<file path="src/rtl/ladt_ram.sv">
// Generic single-port-write, single-port-read RAM with registered read.
// Depends on nothing.
module ladt_ram #(
    parameter int WIDTH = 8,
    parameter int DEPTH = 32
) (
    input  logic                     clk,
    input  logic                     we,
    input  logic [$clog2(DEPTH)-1:0] waddr,
    input  logic [WIDTH-1:0]         wdata,
    input  logic [$clog2(DEPTH)-1:0] raddr,
    output logic [WIDTH-1:0]         rdata
);
    logic [WIDTH-1:0] mem [DEPTH];

    // Write port and registered read port.
    always_ff @(posedge clk)
    begin
        if (we)
        begin
            mem[waddr] <= wdata;
        end
        rdata <= mem[raddr];
    end
endmodule

</file>
<file path="config.mk">
export PLATFORM = sky130hd
export DESIGN_NAME = ladt_ram
export DESIGN_NICKNAME = d
export VERILOG_FILES = /design/src/rtl/ladt_ram.sv
export SDC_FILE = /design/constraint.sdc
export NUM_CORES = 1
export LEC_CHECK = 0
export BUFFER_PORTS_ARGS = -buffer_cell sky130_fd_sc_hd__buf_2
export CAP_MARGIN = 10
export CORE_ASPECT_RATIO = 0.7
export CORE_MARGIN = 1
export CORE_UTILIZATION = 46
export DETAILED_ROUTE_END_ITERATION = 8
export PLACE_DENSITY = 0.6
export SKIP_LAST_GASP = 1
export SLEW_MARGIN = 25
export SYNTH_ARGS = -nofsm -noshare
export SYNTH_HDL_FRONTEND = slang
export SYNTH_SLANG_ARGS = --single-unit
</file>
<file path="constraint.sdc">
create_clock -name clk -period 4.7 [get_ports clk]
set_clock_uncertainty 0.2 [all_clocks]
set_input_delay 1.41 -clock clk [delete_from_list [all_inputs] [get_ports clk]]
set_output_delay 1.41 -clock clk [all_outputs]
set_load 0.05 [all_outputs]
</file>
======== Word-level counts from Yosys, hierarchy flattened ========
Memories as Yosys holds them, arrays and structs flattened. A register that Yosys moved wholly into a read port is not among the register bits.
Index checks and enable logic that the tools add are counted.
word-level totals
  bits in registers ....................... 0
  RAM bits ................................ 256
  input port bits ......................... 20
  memories ................................ 1
memory list
  name  words  width  rd ports  clocked after memory_dff  write ports  line  source
  mem   32     8      1         1                         1            14    logic [WIDTH-1:0] mem [DEPTH];
cells by class
  mux-type cells .......................... 2
operators with widths
  operator          count
  1-bit 2-to-1 mux  2

======== Logic depth before layout (Yosys ltp) ========
  depth after elaboration ................. 2
  mapped depth ............................ 5
  mapped depth without buffers ............ 3

======== Worst setup path before layout ========
Ideal clock, no wire load.
  path kind ............................... input to register
  start point ............................. input port raddr[2]
  end point ............................... register rdata[0] (read register of mem)
  setup time .............................. 121 ps
  arrival ................................. 3092 ps
  setup slack ............................. 1288 ps
  cell stages on the path ................. 5
  path buffers ............................ 2
  cells stage by stage .................... clkbuf_1 -> clkbuf_1 -> mux4_2 -> mux4_2 -> mux2_2
RTL lines
  what         line  source
  from (decl)  11    input logic [$clog2(DEPTH)-1:0] raddr,
  to (decl)    12    output logic [WIDTH-1:0] rdata

==> results.cfg <==
[worst_setup_path]
cp_cell_instances = buf_4 > buf_4 > mux4_2 > mux4_2 > mux2_2
data_arrival_at_the_endpoint_of_the_critical_path_ns = 3.56
category_of_the_critical_setup_timing_path = input pin to flop
crit_path_start_kind = input pin
cp_bufs_invs = 2
path_delay_family = multiplexers
cp_max_stage_delay_ns = 0.58
timing.critical_path.required_ns = 4.90
critical_path.endpoint_type = flop
critical_path.slowest_cell = sky130_fd_sc_hd__mux4_2
worstPathMaxFanout = 25

[synthesis]
ys_seq_elements = 264
synthCells = 417
muxShareOfSynthArea_pct = 18.8
sequential_fraction_of_the_synthesis_area_pct = 78.1
syn-mean-instance-area_um2 = 24.1
synth-compound-area-share_pct = 0
synth_adder_area_share_pct = 0
netlist-cell-type-count = 15
main_combinational_cell_family_by_area_after_synthesis = multiplexers
synth_area_um2 = 10100
synth_simple_gate_area_share_pct = 2.07
syn_nets = 437
synth_xor_xnor_area_share_pct = 0
ys_warns = 0

[final_layout]
n_antenna_cell = 0
finish.net_count = 476
area.growth.synth_to_final_pct = 13.1
finish.utilization_pct = 53.9
post_route_cells_drive_above_1_share_pct = 34.1
layout.filler_cells = 1582

[timing]
slew_headroom_pct = 40.0
totalNegativeSetupSlack_ns = 0
maxSlewViolCount = 0
fin_crit_sh_pct = 71.6
layout_setup_ws_ns = 1.34
grt_setup_unrepaired = false
timing.final.crit_period_ns = 3.36
setup_viol = 0
pin_slew_with_the_least_headroom_to_its_limit_ns = 0.897
clock.fmax_mhz = 297
timing.final.hold_violations = 0

[power]
power_per_cell_area_nw_per_um2 = 441
leakage_nw = 3.54
vdd_drop_max_v = 0.000297

[die]
die_w_um = 179
floorplan.core_area_um2 = 21100
fp-row-count = 44
die_ar_um2 = 22500
initial_utilization_pct = 47.7
floorplan.die.height_um = 126
floorplan.io_pins = 28

[cts]
path_clk_slew_ns = 0.06
cts_buffer_count = 26
ctsResizeCount = 0
cts_max_path_buffers = 3
clkSinkCount = 264
htree_num_levels = 1
clk-insertion-delay-late_ns = 0.52
cts_root_buf = sky130_fd_sc_hd__clkbuf_16
postCtsSetupRepairBufs = 0
clock_tree_from_tritoncts = built
cts_hold_repair_buffers = 0

[worst_hold_path]
worstHoldPathType = flop to flop

[routing]
overall_via_count_from_detail_route = 4297
drt_iter0_markers = 380
drt_drc_violations_left = 0
number_of_routed_nets_with_antenna_violations = 0
highest_layer = met4
route.detailed.vias_per_inst = 5.72
postRouteWirelength_um = 20600
avgRoutedWirePerCell_um = 27.4
m1WireLength_um = 8530
detailroute.wirelength.met2_um = 9260
first_pass_detailed_route_iteration_total = 5
wl_met3_um = 2490

[flow_run]
drv_cap = 0

[outcome]
status = finished, final reports clean

[global_routing]
global_route_congestion_overflow_total = 0
grtUsageTotal_pct = 19.4
pin_count_of_the_biggest_net_entering_global_routing = 65
grt_pass1_wl_um = 30400
via_count_of_the_first_global_routing_pass = 4570
antenna_found_initial = 1

[place]
post-place-ws_ns = 0.736
buffer_ports.inserted = 27
gp_routability_congestion = 0.745
hpwlAfterDp_um = 12600
-- cell usage in the layout (no fill, tap or decap), drive strengths merged --
master / n
buf: 31
bufinv: 4
clkbuf: 32
clkinv: 10
dfxtp: 8
edfxtp: 256
inv: 1
mux2: 8
mux4: 80
nand2: 1
nand3: 2
nand3b: 5
nor2: 33
or3: 1
or3b: 3
-- area by class of cell --
class | count | area [um^2] | area share (%)
Clock inverter | 15 | 179 | 1.57
Timing Repair Buffer | 31 | 205 | 1.80
Multi-Input combinational cell | 133 | 2100 | 18.5
Clock buffer | 32 | 694 | 6.11
Sequential cell | 264 | 7850 | 69.0
Tap cell | 276 | 345 | 3.04
-- report_power, final --
group | internal [W] | switching, W | leakage (nW)
registers | 0.00262 | 0.0000110 | 2.37
clock network | 0.00127 | 0.000837 | 0.436
logic | 0.000107 | 0.000175 | 0.733
total | 0.00400 | 0.00102 | 3.54
-- stage by stage --
step / power [W] / area (um^2) / std cells / hold slack, ns
final: 0.00502 / 11400 / 751 / 0.721
after global routing: 0.00516 / 11400 / 751 / 0.755
after CTS: 0.00506 / 11400 / 751 / 0.718
after detailed placement: 0.00296 / 10500 / 704 / 0.698
after global placement: 0.00296 / 10500 / 704 / 0.686
after floorplan: 0.00285 / 10100 / 417 / 0.665
-- synth_stat cells --
library cell | instances | area [um^2]
sky130_fd_sc_hd__or3_1 | 1 | 6.26
sky130_fd_sc_hd__buf_1 | 6 | 22.5
sky130_fd_sc_hd__buf_6 | 1 | 11.3
sky130_fd_sc_hd__nor2_1 | 33 | 124
sky130_fd_sc_hd__edfxtp_1 | 256 | 7690
sky130_fd_sc_hd__dfxtp_1 | 8 | 160
sky130_fd_sc_hd__buf_4 | 6 | 45.0
sky130_fd_sc_hd__nand3b_1 | 5 | 37.5
sky130_fd_sc_hd__buf_2 | 1 | 5.00
sky130_fd_sc_hd__nand3_1 | 2 | 10.0
sky130_fd_sc_hd__clkbuf_1 | 6 | 22.5
sky130_fd_sc_hd__mux2_2 | 8 | 90.1
sky130_fd_sc_hd__mux4_2 | 80 | 1800
sky130_fd_sc_hd__nand2_1 | 1 | 3.75
sky130_fd_sc_hd__or3b_2 | 3 | 26.3
-- kinds of logic after synthesis --
kind of cell | after synthesis
buffers and inverters | 20
flip-flops | 264
multiplexers | 88
AND/OR/NAND/NOR | 45
-- worst min-delay path: stages (launching register included) --
cell and delay (ns):
sky130_fd_sc_hd__edfxtp_1 0.32, sky130_fd_sc_hd__mux4_2 0.22, sky130_fd_sc_hd__mux4_2 0.22, sky130_fd_sc_hd__mux2_2 0.13
-- registers in the layout (all words and copies together) (netlist names) --
name / cells
rdata: 8
mem: 256
-- metal layers --
layer | up-vias | track usage, %
met5 | - | 0
met4 | 0 | 4.09
met3 | 25 | 4.50
met2 | 158 | 27.5
met1 | 2246 | 30.8
li1 | 1868 | -
-- final timing paths --
kind	cells past startpoint	from	slack [ns]	end
min	3	mem[26][3]	0.72	rdata[3]
max reg2reg	3	mem[24][6]	2.67	rdata[6]
max	5	raddr[0]	1.34	rdata[7]
min reg2reg	3	mem[26][3]	0.72	rdata[3]
No activity file was read; power rests on OpenSTA's default activity.
